$ cat config.mk
export PLATFORM = sky130hd
export DESIGN_NAME = utf8_stream_validator
export DESIGN_NICKNAME = d
export VERILOG_FILES = /design/src/rtl/core/utv_pkg.sv /design/src/rtl/core/utf8_stream_validator.sv /design/src/rtl/core/utv_front.sv /design/src/rtl/core/utv_queue.sv /design/src/rtl/core/utv_back.sv
export SDC_FILE = /design/constraint.sdc
export NUM_CORES = 1
export LEC_CHECK = 0
export ABC_AREA = 1
export CAP_MARGIN = 40
export CELL_PAD_IN_SITES_DETAIL_PLACEMENT = 1
export CELL_PAD_IN_SITES_GLOBAL_PLACEMENT = 2
export CORE_MARGIN = 5
export CORE_UTILIZATION = 38
export CTS_BUF_LIST = sky130_fd_sc_hd__clkbuf_4 sky130_fd_sc_hd__clkbuf_8
export DETAILED_ROUTE_END_ITERATION = 10
export DONT_BUFFER_PORTS = 1
export HOLD_SLACK_MARGIN = 0.08
export PLACE_DENSITY_LB_ADDON = 0.25
export SLEW_MARGIN = 15
export SYNTH_ARGS = -nofsm -noshare
export SYNTH_HDL_FRONTEND = slang
export SYNTH_HIERARCHICAL = 1
export SYNTH_SLANG_ARGS = --single-unit
$ cat constraint.sdc
create_clock -name clk -period 2.09 [get_ports clk]
set_clock_uncertainty 0.1 [all_clocks]
set_input_delay 0.1045 -clock clk [delete_from_list [all_inputs] [get_ports clk]]
set_output_delay 0.1045 -clock clk [all_outputs]
set_load 0.03 [all_outputs]
$ cat src/rtl/core/utv_pkg.sv
package utv_pkg;

	localparam int unsigned QDEPTH = 2;
	localparam int unsigned QPTR_W = $clog2(QDEPTH);
	localparam int unsigned QCNT_W = $clog2(QDEPTH + 1);
	localparam int unsigned POINT_W = 21;

	typedef enum logic [2:0] {
		KIND_ASCII,
		KIND_LEAD2,
		KIND_LEAD3,
		KIND_LEAD4,
		KIND_CONT,
		KIND_BAD
	} kind_t;

	typedef struct packed {
		kind_t      kind;
		logic [5:0] bits;
		logic       last;
	} beat_t;

	typedef struct packed {
		logic empty;
		logic full;
	} qstat_t;

endpackage

$ cat src/rtl/core/utf8_stream_validator.sv
// Strict UTF-8 stream validator.
// Input channel: one byte per beat on data_byte, with final_byte high on the
// last byte of a stream. A beat is taken when push is high and full is low.
// Result channel: one stream_valid verdict per stream, given for its final
// byte. The verdict is shown while empty is low and leaves when pop is high.
// A final byte passes through the byte queue and then the result queue before its
// verdict shows. Throughput: one byte per cycle unless a final byte waits on a full
// result queue, set by the decoder that updates its state once per cycle; the
// classifier and decoder are parted by a two-entry queue.
// When the receiver stalls, verdicts collect in a two-entry result queue;
// once that is full the decoder holds the next final byte, the byte queue
// fills, and full rises.
// Reset clears both queues and the decoder state; no clearing pass is needed,
// and a byte may be pushed in the first cycle after reset is released.
module utf8_stream_validator (
	input  logic       clk,
	input  logic       arst_n,
	input  logic       push,
	output logic       full,
	input  logic [7:0] data_byte,
	input  logic       final_byte,
	output logic       empty,
	input  logic       pop,
	output logic       stream_valid
);
	import utv_pkg::*;

	qstat_t qstat;
	beat_t  wr_beat;
	beat_t  rd_beat;
	logic   wr_en;
	logic   rd_en;

	utv_front u_front (
		.push       (push),
		.data_byte  (data_byte),
		.final_byte (final_byte),
		.qstat      (qstat),
		.full       (full),
		.wr_en      (wr_en),
		.wr_beat    (wr_beat)
	);

	utv_queue u_queue (
		.clk     (clk),
		.arst_n  (arst_n),
		.wr_en   (wr_en),
		.wr_beat (wr_beat),
		.rd_en   (rd_en),
		.rd_beat (rd_beat),
		.stat    (qstat)
	);

	utv_back u_back (
		.clk          (clk),
		.arst_n       (arst_n),
		.qstat        (qstat),
		.rd_beat      (rd_beat),
		.rd_en        (rd_en),
		.pop          (pop),
		.empty        (empty),
		.stream_valid (stream_valid)
	);

endmodule

$ cat src/rtl/core/utv_front.sv
module utv_front (
	input  logic           push,
	input  logic [7:0]     data_byte,
	input  logic           final_byte,
	input  utv_pkg::qstat_t qstat,
	output logic           full,
	output logic           wr_en,
	output utv_pkg::beat_t wr_beat
);
	import utv_pkg::*;

	assign full  = qstat.full;
	assign wr_en = push && !qstat.full;

	always_comb begin
		wr_beat.last = final_byte;
		wr_beat.bits = 6'd0;
		priority if (data_byte[7] == 1'b0) begin
			wr_beat.kind = KIND_ASCII;
		end else if (data_byte[7:5] == 3'b110) begin
			wr_beat.kind = KIND_LEAD2;
			wr_beat.bits = {1'b0, data_byte[4:0]};
		end else if (data_byte[7:4] == 4'b1110) begin
			wr_beat.kind = KIND_LEAD3;
			wr_beat.bits = {2'b00, data_byte[3:0]};
		end else if (data_byte[7:3] == 5'b11110) begin
			wr_beat.kind = KIND_LEAD4;
			wr_beat.bits = {3'b000, data_byte[2:0]};
		end else if (data_byte[7:6] == 2'b10) begin
			wr_beat.kind = KIND_CONT;
			wr_beat.bits = data_byte[5:0];
		end else begin
			wr_beat.kind = KIND_BAD;
		end
	end

endmodule

$ cat src/rtl/core/utv_queue.sv
module utv_queue (
	input  logic            clk,
	input  logic            arst_n,
	input  logic            wr_en,
	input  utv_pkg::beat_t  wr_beat,
	input  logic            rd_en,
	output utv_pkg::beat_t  rd_beat,
	output utv_pkg::qstat_t stat
);
	import utv_pkg::*;

	beat_t             mem_q [QDEPTH];
	logic [QPTR_W-1:0] wr_ptr_q;
	logic [QPTR_W-1:0] rd_ptr_q;
	logic [QCNT_W-1:0] cnt_q;

	assign stat.empty = (cnt_q == '0);
	assign stat.full  = (cnt_q == QCNT_W'(QDEPTH));
	assign rd_beat    = mem_q[rd_ptr_q];

	always_ff @(posedge clk) begin
		if (wr_en) begin
			mem_q[wr_ptr_q] <= wr_beat;
		end
	end

	always_ff @(posedge clk or negedge arst_n) begin
		if (!arst_n) begin
			wr_ptr_q <= '0;
			rd_ptr_q <= '0;
			cnt_q    <= '0;
		end else begin
			if (wr_en) begin
				wr_ptr_q <= (wr_ptr_q == QPTR_W'(QDEPTH - 1)) ? '0 : wr_ptr_q + 1'b1;
			end
			if (rd_en) begin
				rd_ptr_q <= (rd_ptr_q == QPTR_W'(QDEPTH - 1)) ? '0 : rd_ptr_q + 1'b1;
			end
			cnt_q <= cnt_q + QCNT_W'(wr_en) - QCNT_W'(rd_en);
		end
	end

endmodule

$ cat src/rtl/core/utv_back.sv
module utv_back (
	input  logic            clk,
	input  logic            arst_n,
	input  utv_pkg::qstat_t qstat,
	input  utv_pkg::beat_t  rd_beat,
	output logic            rd_en,
	input  logic            pop,
	output logic            empty,
	output logic            stream_valid
);
	import utv_pkg::*;

	localparam logic [POINT_W-1:0] MIN_LEN1   = POINT_W'(32'h80);
	localparam logic [POINT_W-1:0] MIN_LEN2   = POINT_W'(32'h800);
	localparam logic [POINT_W-1:0] MIN_LEN3   = POINT_W'(32'h10000);
	localparam logic [POINT_W-1:0] MAX_POINT  = POINT_W'(32'h10FFFF);
	localparam logic [POINT_W-1:0] SURR_FIRST = POINT_W'(32'hD800);
	localparam logic [POINT_W-1:0] SURR_LAST  = POINT_W'(32'hDFFF);

	function automatic logic point_ok(input logic [1:0] len, input logic [POINT_W-1:0] cp);
		logic ok;
		ok = 1'b1;
		if (len == 2'd1 && cp < MIN_LEN1) ok = 1'b0;
		if (len == 2'd2 && cp < MIN_LEN2) ok = 1'b0;
		if (len == 2'd3 && cp < MIN_LEN3) ok = 1'b0;
		if (cp > MAX_POINT) ok = 1'b0;
		if (cp >= SURR_FIRST && cp <= SURR_LAST) ok = 1'b0;
		return ok;
	endfunction

	logic [1:0]         rem_q;
	logic [1:0]         len_q;
	logic [POINT_W-1:0] point_q;
	logic               err_q;

	logic [1:0]         rem_d;
	logic [1:0]         len_d;
	logic [POINT_W-1:0] point_d;
	logic               err_d;
	logic [POINT_W-1:0] grown;
	logic               verdict;

	logic              res_mem_q [QDEPTH];
	logic [QPTR_W-1:0] res_wr_q;
	logic [QPTR_W-1:0] res_rd_q;
	logic [QCNT_W-1:0] res_cnt_q;
	logic              res_pop;
	logic              res_push;

	assign empty        = (res_cnt_q == '0);
	assign stream_valid = res_mem_q[res_rd_q];
	assign res_pop      = pop && !empty;

	// A final beat moves only when the result queue can take its verdict.
	assign rd_en    = !qstat.empty
		&& (!rd_beat.last || res_cnt_q != QCNT_W'(QDEPTH) || res_pop);
	assign res_push = rd_en && rd_beat.last;

	always_comb begin
		rem_d   = rem_q;
		len_d   = len_q;
		point_d = point_q;
		err_d   = err_q;
		grown   = {point_q[POINT_W-7:0], rd_beat.bits};
		if (rem_q == 2'd0) begin
			unique case (rd_beat.kind)
				KIND_ASCII: begin
				end
				KIND_LEAD2: begin
					rem_d   = 2'd1;
					len_d   = 2'd1;
					point_d = POINT_W'(rd_beat.bits);
				end
				KIND_LEAD3: begin
					rem_d   = 2'd2;
					len_d   = 2'd2;
					point_d = POINT_W'(rd_beat.bits);
				end
				KIND_LEAD4: begin
					rem_d   = 2'd3;
					len_d   = 2'd3;
					point_d = POINT_W'(rd_beat.bits);
				end
				default: begin
					err_d = 1'b1;
				end
			endcase
		end else if (rd_beat.kind != KIND_CONT) begin
			err_d   = 1'b1;
			rem_d   = 2'd0;
			len_d   = 2'd0;
			point_d = '0;
		end else begin
			rem_d = rem_q - 2'd1;
			if (rem_q == 2'd1) begin
				if (!point_ok(len_q, grown)) err_d = 1'b1;
				len_d   = 2'd0;
				point_d = '0;
			end else begin
				point_d = grown;
			end
		end
		verdict = !err_d && (rem_d == 2'd0);
	end

	always_ff @(posedge clk) begin
		if (res_push) begin
			res_mem_q[res_wr_q] <= verdict;
		end
	end

	always_ff @(posedge clk or negedge arst_n) begin
		if (!arst_n) begin
			rem_q     <= '0;
			len_q     <= '0;
			point_q   <= '0;
			err_q     <= 1'b0;
			res_wr_q  <= '0;
			res_rd_q  <= '0;
			res_cnt_q <= '0;
		end else begin
			if (rd_en) begin
				if (rd_beat.last) begin
					rem_q   <= '0;
					len_q   <= '0;
					point_q <= '0;
					err_q   <= 1'b0;
				end else begin
					rem_q   <= rem_d;
					len_q   <= len_d;
					point_q <= point_d;
					err_q   <= err_d;
				end
			end
			if (res_push) begin
				res_wr_q <= (res_wr_q == QPTR_W'(QDEPTH - 1)) ? '0 : res_wr_q + 1'b1;
			end
			if (res_pop) begin
				res_rd_q <= (res_rd_q == QPTR_W'(QDEPTH - 1)) ? '0 : res_rd_q + 1'b1;
			end
			res_cnt_q <= res_cnt_q + QCNT_W'(res_push) - QCNT_W'(res_pop);
		end
	end

endmodule

# Word level (Yosys, flattened, before mapping)
# Memories as Yosys holds them, arrays and structs flattened.
# Index checks and enable logic that the tools add are counted.
[word_totals]
reg_bits = 28
ramBits = 22
in_bits = 13
output_inout_bits = 3
word_cells = 112
mem_count = 2
[mem_list]
columns = ["name", "words", "word_bits", "rd", "rd_ports_with_merged_regs", "wr", "line", "text"]
rows = [
  ["u_queue.mem_q", 2, 10, 1, 0, 1, "utv_queue.sv:12", "beat_t mem_q [QDEPTH];"],
  ["u_back.res_mem_q", 2, 1, 1, 0, 1, "utv_back.sv:43", "logic res_mem_q [QDEPTH];"],
]
[op_classes]
n_addsub = 9
order_cmp = 6
n_eq_ne = 16
muxes = 43
reduce_logical = 26
[ops]
columns = ["cell", "count"]
rows = [
  ["$mux W15", 5],
  ["$mux W9", 3],
  ["$mux W1", 23],
  ["$ge A21 B16 Y1 const B", 1],
  ["$gt A21 B21 Y1 const B", 1],
  ["$le A21 B16 Y1 const B", 1],
  ["$lt A21 B12 Y1 const B", 1],
  ["$lt A21 B17 Y1 const B", 1],
  ["$lt A21 B8 Y1 const B", 1],
  ["$mux W2", 7],
  ["$mux W6", 2],
  ["$pmux W2 S3", 2],
  ["$logic_and A1 B1 Y1", 9],
  ["$eq A2 B2 Y1 const B", 4],
  ["$logic_not A2 Y1", 4],
  ["$eq A3 B2 Y1 const B", 2],
  ["$eq A5 B5 Y1 const B", 1],
  ["$logic_not A1 Y1", 5],
  ["$ne A5 B4 Y1 const B", 1],
  ["$add A1 B1 Y1 const B", 4],
  ["$add A2 B1 Y2", 2],
  ["$eq A2 B1 Y1 const B", 2],
  ["$eq A4 B4 Y1 const B", 1],
  ["$reduce_bool A4 Y1", 1],
  ["14 further kinds", 16],
]

# Longest topological paths before layout
# Gate-level depths: netlist of run 1.
# An unclocked memory read counts as a cell.
[logic_depth]
word_depth = 17
ltp_mapped = 11
depth_no_buf = 10

# Cells and area by module
# Netlist of run 1, hierarchy kept.
[by_module_without_submodules]
columns = ["mod", "instances", "cells_per_inst", "area_each_um2", "seq_area_each_um2"]
rows = [
  ["utv_back", 1, 157, 1348.8, 660.6],
  ["utv_queue", 1, 77, 993.5, 700.7],
  ["utv_front", 1, 29, 137.6, 0.0],
]

# Least setup slack after synthesis of run 1
# OpenSTA, ideal clock, no wires.
[synth_path]
path_type = "flip-flop to flip-flop"
startpoint = "reg u_queue.rd_ptr_q"
endpoint = "reg u_back.res_cnt_q[1]"
setup_ns = 0.123
arrival_ns = 1.814
t_required_ns = 1.867
slack_ns = 0.054
path_stages_with_launch = 10
cell_sequence = "dfrtp_1 -> buf_6 -> nand2_1 -> o21ai_2 -> a41oi_4 -> nand2_1 -> ha_1 -> inv_1 -> ha_1 -> xnor2_1"
[synth_lines]
columns = ["item", "line", "text"]
rows = [
  ["start, declared", "utv_queue.sv:14", "logic [QPTR_W-1:0] rd_ptr_q;"],
  ["start signal, assigned", "utv_queue.sv:37", "rd_ptr_q <= (rd_ptr_q == QPTR_W'(QDEPTH - 1)) ? '0 : rd_ptr_q + 1'b1;"],
  ["end signal, assigned", "utv_back.sv:141", "res_cnt_q <= res_cnt_q + QCNT_W'(res_push) - QCNT_W'(res_pop);"],
  ["end, declared", "utv_back.sv:46", "logic [QCNT_W-1:0] res_cnt_q;"],
]

==> metrics.md, run 1 <==
| Metric | Value |
|---|---|
| Largest net degree at the start of global routing | `29` |
| Final count of negative-setup-slack endpoints | `0` |
| #FFs+latches synth | `50` |
| Final worst-path cycle share | `0.913` |
| Antenna violations before repair | `0` |
| Final hold vios | `0` |
| Vias in the first global route | `1904` |
| Slowest stage cell, crit path | `dfrtp_1` |
| Internal power | `roughly 2.4 mW` |
| IO buf count | `0` |
| R2R setup slack | `0.18 ns` |
| Reg-to-Reg Start | `u_queue/rd_ptr_q` |
| TritonRoute pass-1 iters | `4` |
| Total Routing Usage GR | `0.129` |
| Sw Share | `0.396` |
| DRC errors left | `0` |
| Outcome | `finished, final reports clean` |
| Area of the mapped netlist | `~2500 um^2` |
| Number of I/O pins | `16` |
| Fmax | `0.524 GHz` |
| Die Width | `90.8 um` |
| Kind of cell adding the most delay to the critical path | `adder cells` |
| Post-Place Setup Slack | `0.152 ns` |
| First DRT Iteration DRCs | `32` |
| Global route total overflow | `0` |
| DR vias/cell | `4.88` |
| Total Power | `4.00 mW` |
| EDFF count, synth | `22` |
| Cts bufs inserted | `5` |
| Max VDD drop | `0.722 mV` |
| Worst-path clk slew | `roughly 0.090 ns` |
| Crit path kind | `reg -> reg` |
| CTS H-tree lvls | `2` |
| Area growth syn-to-layout | `15.8%` |
| Nets | `305` |
| Setup Fix Bufs, Post-CTS | `0` |
| Global-route wire length before repair | `8.63 mm` |
| Routed wire length | `between 4 and 5 mm` |
| Max incr delay on CP | `approximately 0.4 ns` |
| Sw Pwr | `roughly 1.6 mW` |
| Pwr/cell area | `1390 nW/um^2` |
| Clock Sinks | `50` |
| FF-to-FF path depth | `8` |
| YS warnings | `6` |
| Number of max-cap violations | `0` |
| Final Worst Setup Slack | `0.182 ns` |
| Crit path DAT | `2.00 ns` |
| Core area | `6350 um^2` |
| Syn nets | `282` |
| Initial core utilization | `0.391` |
| Startpoint Class | `flop` |
| Ant diodes | `0` |
| CTS max path bufs | `2` |
| FFs w/ async S/R, synth | `0.560` |
| Post-synthesis average cell area | `9.43 um^2` |
| Buf+Inv Stages, Crit Path | `1` |
| Rel. slew slack | `0.722` |
| Worst-margin pin slew | `0.417 ns` |
| Hold Path Origin | `data_byte[5]` |
| HPWL after DPL | `3.76 mm` |
| RSZ-0062 raised after global routing | `false` |
| Library cells used by synthesis | `29` |
| Worst path cell trace | `nand2_1 > o21ai_2 > a41oi_4 > nand2_1 > ha_1 > inv_1 > ha_1 > xnor2_1` |
| R2R Path End | `u_back/res_cnt_q[1]` |
| Final non-filler cell total | `364` |
| # rows | `29` |
| WHS Endpoint | `u_queue/mem_q[0][4]` |
| Routed via count | `1778` |
| Worst Hold Depth | `3` |
| Share of power burned in registers | `0.372` |
| Most frequent cells in the layout | `52 x nand2_1, 45 x inv_1, 28 x dfrtp_1` |
| Post-placement cell count | `341` |
| Min-delay worst type | `in -> reg` |
| Placement Cell Area | `roughly 2600 um^2` |
| Crit-path max FO | `5` |
| Critical path required time | `~2.2 ns` |
| CTS Root Buffer Type | `clkbuf_8` |
| DIE AREA | `just over 8000 um^2` |
| Syn Inst Count | `roughly 260` |
| Register area share after synthesis | `0.549` |
| Final Slew Violations | `0` |
| TNS Setup | `0 ns` |
| Share of layout cells above drive strength 1 | `0.129` |
| Commonest non-fill, non-tap cell in the layout | `nand2_1` |
| Minimum clock period | `around 1.9 ns` |
| Clock share of power | `0.201` |
| Die H | `90.8 um` |
| Setup crit end kind | `flop` |
| Worst-skew pair later-pin latency | `0.30 ns` |
| GP Congestion | `~0.78` |
| CTS tree | `done` |
| Gate power share | `0.427` |
| Design area | `2870 um^2` |
| Final ANT Viol Nets | `0` |
| Routed len/inst | `~13 um` |
| Leakage | `1.31 nW` |
| Dominant synthesized flop cell | `dfrtp_1` |
## layer usage
metal / wire [um] / vias to the layer above / global-route usage
met4: 27 / 0 / 0.0367
met2: 2370 / 22 / 0.222
met1: 2370 / 851 / 0.158
met3: 137 / 2 / 0.0325
met5: 0 / - / 0
li1: - / 903 / -
## final cells by class
| class | instances | area, um^2 |
|---|---|---|
| Multi-Input combinational cell | 160 | 886 |
| Tap cell | 77 | 96.3 |
| Inverter | 47 | 179 |
| Fill cell | 733 | 3480 |
| Sequential cell | 50 | 1360 |
| Timing Repair Buffer | 22 | 213 |
| Clock buffer | 5 | 68.8 |
| Clock inverter | 3 | 68.8 |
## metrics by stage
stage,hold slack [ns],utilization
finish,0.113,0.452
floorplan,-0.291,-
global route,0.126,0.452
CTS,0.126,0.452
detailed placement,-0.290,0.405
global placement,-0.290,0.405
## synth_stat cells, types with 2 or more instances
cell / n / share of area
a21oi_1: 6 / 0.012
buf_4: 3 / 0.0091
buf_6: 3 / 0.014
dfrtp_1: 28 / 0.28
edfxtp_1: 22 / 0.27
ha_1: 6 / 0.030
inv_1: 46 / 0.070
nand2_1: 52 / 0.079
nand2_2: 2 / 0.0050
nand3_1: 16 / 0.032
nand4_1: 5 / 0.013
nor2_1: 25 / 0.038
o21ai_0: 8 / 0.016
o21ai_1: 9 / 0.018
o21ai_2: 10 / 0.035
o22ai_1: 2 / 0.0050
o31ai_1: 4 / 0.012
xnor2_1: 2 / 0.0071
xor2_1: 4 / 0.014
## worst max-delay path by stage
| stage | start | endpoint | slack [ns] | cells past startpoint |
|---|---|---|---|---|
| 2_1_floorplan | u_queue/rd_ptr_q | u_back/res_cnt_q[1] | 0.05 | 9 |
| 3_3_place_gp | u_queue/rd_ptr_q | u_back/res_mem_q[1] | 0.19 | 8 |
| 3_5_place_dp | u_queue/rd_ptr_q | u_back/res_mem_q[0] | 0.15 | 8 |
| 4_1_cts | u_queue/rd_ptr_q | u_back/res_mem_q[1] | 0.11 | 8 |
| 5_1_grt | u_queue/rd_ptr_q | u_back/res_mem_q[1] | 0.01 | 8 |
| 6_report | u_queue/rd_ptr_q | u_back/res_cnt_q[1] | 0.18 | 8 |
## registers in the layout, summed over array words and instances (netlist names)
| name | flops |
|---|---|
| u_back/err_q | 1 |
| u_back/len_q | 2 |
| u_back/point_q | 15 |
| u_back/rem_q | 2 |
| u_back/res_cnt_q | 2 |
| u_back/res_mem_q | 2 |
| u_back/res_rd_q | 1 |
| u_back/res_wr_q | 1 |
| u_queue/cnt_q | 2 |
| u_queue/mem_q | 20 |
| u_queue/rd_ptr_q | 1 |
| u_queue/wr_ptr_q | 1 |
## worst min-delay path: stages
cell	delay, ns
nand3_1	0.04
nand2_1	0.12
nor2_1	0.08
## power groups by stage
stage               Combinational [mW]  Sequential, mW  Clock (mW)
floorplan                         1.36            1.46           0
global placement                  1.64            1.50           0
detailed placement                1.69            1.52           0
CTS                               1.74            1.49       0.828
global route                      1.96            1.52       0.868
finish                            1.70            1.49       0.803
## timing repair
item                                    4_1_cts  5_1_grt
resized for setup                             0        3
hold endpoints to repair                     50        0
hold buffers                                 15        0
endpoints found under the setup margin        0       16
## cells by family after synthesis
kind of cell             count (synthesis)  synth area share
AO/OA/AOI/OAI                           42             0.116
AND/OR/NAND/NOR                        105             0.184
multiplexers                             1           0.00454
buffers and inverters                   53            0.0949
XOR/XNOR                                 6            0.0212
flip-flops                              50             0.549
adder cells (fa/ha/maj)                  6            0.0303
Power figures use the tool's default switching activity.
==> inputs of run 2 (changes only) <==
CELL_PAD_IN_SITES_DETAIL_PLACEMENT = not set   (was 1)
CELL_PAD_IN_SITES_GLOBAL_PLACEMENT = not set   (was 2)
CORE_UTILIZATION = 40   (was 38)
==> metrics.md, run 2 (synthesized netlist as in run 1, its figures left out) <==
| Metric | Value |
|---|---|
| Outcome | `finished, final reports clean` |
| Register area | `1360 um^2 (unchanged)` |
| Worst-margin pin slew | `0.407 ns (-0.00922 ns)` |
| Met3 routed WL | `164 um (+20%)` |
| Number of I/O pins | `16 (unchanged)` |
| Slowest stage cell, crit path | `dfrtp_1` |
| Setup Fix Bufs, Post-CTS | `0 (unchanged)` |
| Min-delay worst type | `in -> reg` |
| Cts bufs inserted | `5 (unchanged)` |
| DR top layer | `met4` |
| GP Congestion | `0.746 (-3.8%)` |
| Final ANT Viol Nets | `0 (unchanged)` |
| Fillers | `570 (-22%)` |
| Largest regs | `u_queue/mem_q (20), u_back/point_q (15)` |
| Met2 wire length | `1.94 mm (-18%)` |
| DIE AREA | `7870 um^2 (-4.5%)` |
| Core area | `5990 um^2 (-5.7%)` |
| HPWL after DPL | `3.02 mm (-20%)` |
| Die H | `88.7 um (-2.3%)` |
| Routed len/inst | `11.8 um (-12%)` |
| RSZ-0062 raised after global routing | `false` |
| # rows | `28 (-3.4%)` |
| TNS Setup | `0 ns (unchanged)` |
| Global route total overflow | `0 (unchanged)` |
| Routed wire length | `4.28 mm (-13%)` |
| Number of max-cap violations | `0 (unchanged)` |
| IO buf count | `0 (unchanged)` |
| Routed via count | `1721 (-3.2%)` |
| TritonRoute pass-1 iters | `4 (unchanged)` |
| Rel. slew slack | `0.728 (+0.00615)` |
| Nets | `305 (unchanged)` |
| Global-route wire length before repair | `7.62 mm (-12%)` |
| CTS H-tree lvls | `2 (unchanged)` |
| Share of layout cells above drive strength 1 | `0.125 (-0.00348)` |
| Final hold vios | `0 (unchanged)` |
| Buf+Inv Stages, Crit Path | `2 (+1)` |
| M1 WL | `2.14 mm (-9.6%)` |
| Final worst-path cycle share | `0.923 (+0.00970)` |
| Commonest non-fill, non-tap cell in the layout | `nand2_1` |
| CTS max path bufs | `2 (unchanged)` |
| Worst-skew pair later-pin latency | `0.29 ns (about the same)` |
| Max incr delay on CP | `0.43 ns (+0.02 ns)` |
| Crit-path max FO | `19 (+14)` |
| Pwr/cell area | `1310 nW/um^2 (-5.7%)` |
| Minimum clock period | `1.93 ns (+0.0203 ns)` |
| DR vias/cell | `4.75 (-2.7%)` |
| Max VDD drop | `0.557 mV (-23%)` |
| Leakage | `1.29 nW (-0.96%)` |
| Worst-path clk slew | `0.09 ns (about the same)` |
| Kind of cell adding the most delay to the critical path | `compound AO/OA/AOI/OAI gates` |
| Clock Sinks | `50 (unchanged)` |
| Ant diodes | `0 (unchanged)` |
| Register name with the most flops | `u_queue/mem_q` |
| Critical path required time | `2.11 ns (-0.07 ns)` |
| Startpoint Class | `flop` |
| Largest net degree at the start of global routing | `29 (unchanged)` |
| Antenna violations before repair | `0 (unchanged)` |
| Crit path DAT | `1.95 ns (-0.05 ns)` |
| Die Width | `88.7 um (-2.3%)` |
| First DRT Iteration DRCs | `71 (+120%)` |
| Crit path kind | `reg -> reg` |
| Final non-filler cell total | `362 (-0.55%)` |
| Most frequent cells in the layout | `52 x nand2_1, 46 x inv_1, 28 x dfrtp_1` |
| Final Slew Violations | `0 (unchanged)` |
| Area of the multi-input gates | `905 um^2 (+2.1%)` |
| CP dominant cell by count | `nand2_1` |
| Number of flip-flops in the largest register | `20 (unchanged)` |
| Vias in the first global route | `1745 (-8.4%)` |
| Total Routing Usage GR | `0.124 (-0.00441)` |
| Worst path cell trace | `buf_12 > o21ai_2 > inv_1 > o21ai_1 > nand2_1 > a31oi_2 > nand2_1 > a21oi_1` |
| CTS tree | `done` |
| Placement Cell Area | `2560 um^2 (-0.39%)` |
| Final count of negative-setup-slack endpoints | `0 (unchanged)` |
| Initial core utilization | `0.414 (+0.0234)` |
| Design area | `2850 um^2 (-0.74%)` |
| Area growth syn-to-layout | `15.0%` |
| Post-placement cell count | `338 (-0.88%)` |
| CTS Root Buffer Type | `clkbuf_8` |
| DRC errors left | `0 (unchanged)` |
| Fmax | `0.519 GHz (-1.1%)` |
| Setup crit end kind | `flop` |
| Final core occ | `0.476 (+0.0236)` |
run 2: metrics by stage:
step / hold WS, ns / worst slack [ns] / power [mW]
floorplan: -0.291 / 0.0538 / 2.83
global placement: -0.290 / 0.153 / 3.08
detailed placement: -0.290 / 0.138 / 3.12
CTS: 0.102 / 0.118 / 3.71
global route: 0.119 / 0.00320 / 4.08
finish: 0.111 / 0.162 / 3.74
run 2: tightest hold or removal path, stage by stage:
cell	delay, ns
nand3_1	0.05
nand2_1	0.12
nor2_1	0.07
run 2: layout make-up:
cell class / count / share of cell area
clock buffer: 6 / 0.0268
clock inverter: 2 / 0.00307
inverter: 47 / 0.0627
multi-input combinational: 160 / 0.317
sequential: 50 / 0.477
tap: 75 / 0.0329
timing repair buffer: 22 / 0.0799
run 2: repair_timing:
action	in CTS	in global routing
hold buffers	16	0
endpoints found under the setup margin	0	8
hold endpoints to repair	50	0
gates resized for setup	0	8
run 2: metal layers:
| layer | GRT usage | up-vias |
|---|---|---|
| met5 | 0 | - |
| met4 | 0.0412 | 0 |
| met1 | 0.163 | 787 |
| met2 | 0.203 | 25 |
| li1 | - | 907 |
| met3 | 0.0279 | 2 |
run 2: path summary, 6_finish.rpt:
path | from | to | slack (ns) | cells past startpoint
max | u_queue/rd_ptr_q | u_back/res_mem_q[1] | 0.16 | 8
min | data_byte[5] | u_queue/mem_q[1][4] | 0.11 | 3
max reg2reg | u_queue/rd_ptr_q | u_back/res_mem_q[1] | 0.16 | 8
min reg2reg | u_back/res_rd_q | u_back/res_rd_q | 0.39 | 1
max in group asynchronous | arst_n | u_queue/cnt_q[0] | 1.58 | 2
min in group asynchronous | arst_n | u_back/point_q[13] | 0.14 | 2
run 2: power breakdown:
group	switching (mW)	total (mW)	leakage, nW	internal (mW)
registers	0.154	1.49	0.575	1.33
clock network	0.292	0.536	0.0460	0.244
logic	1.09	1.72	0.673	0.628
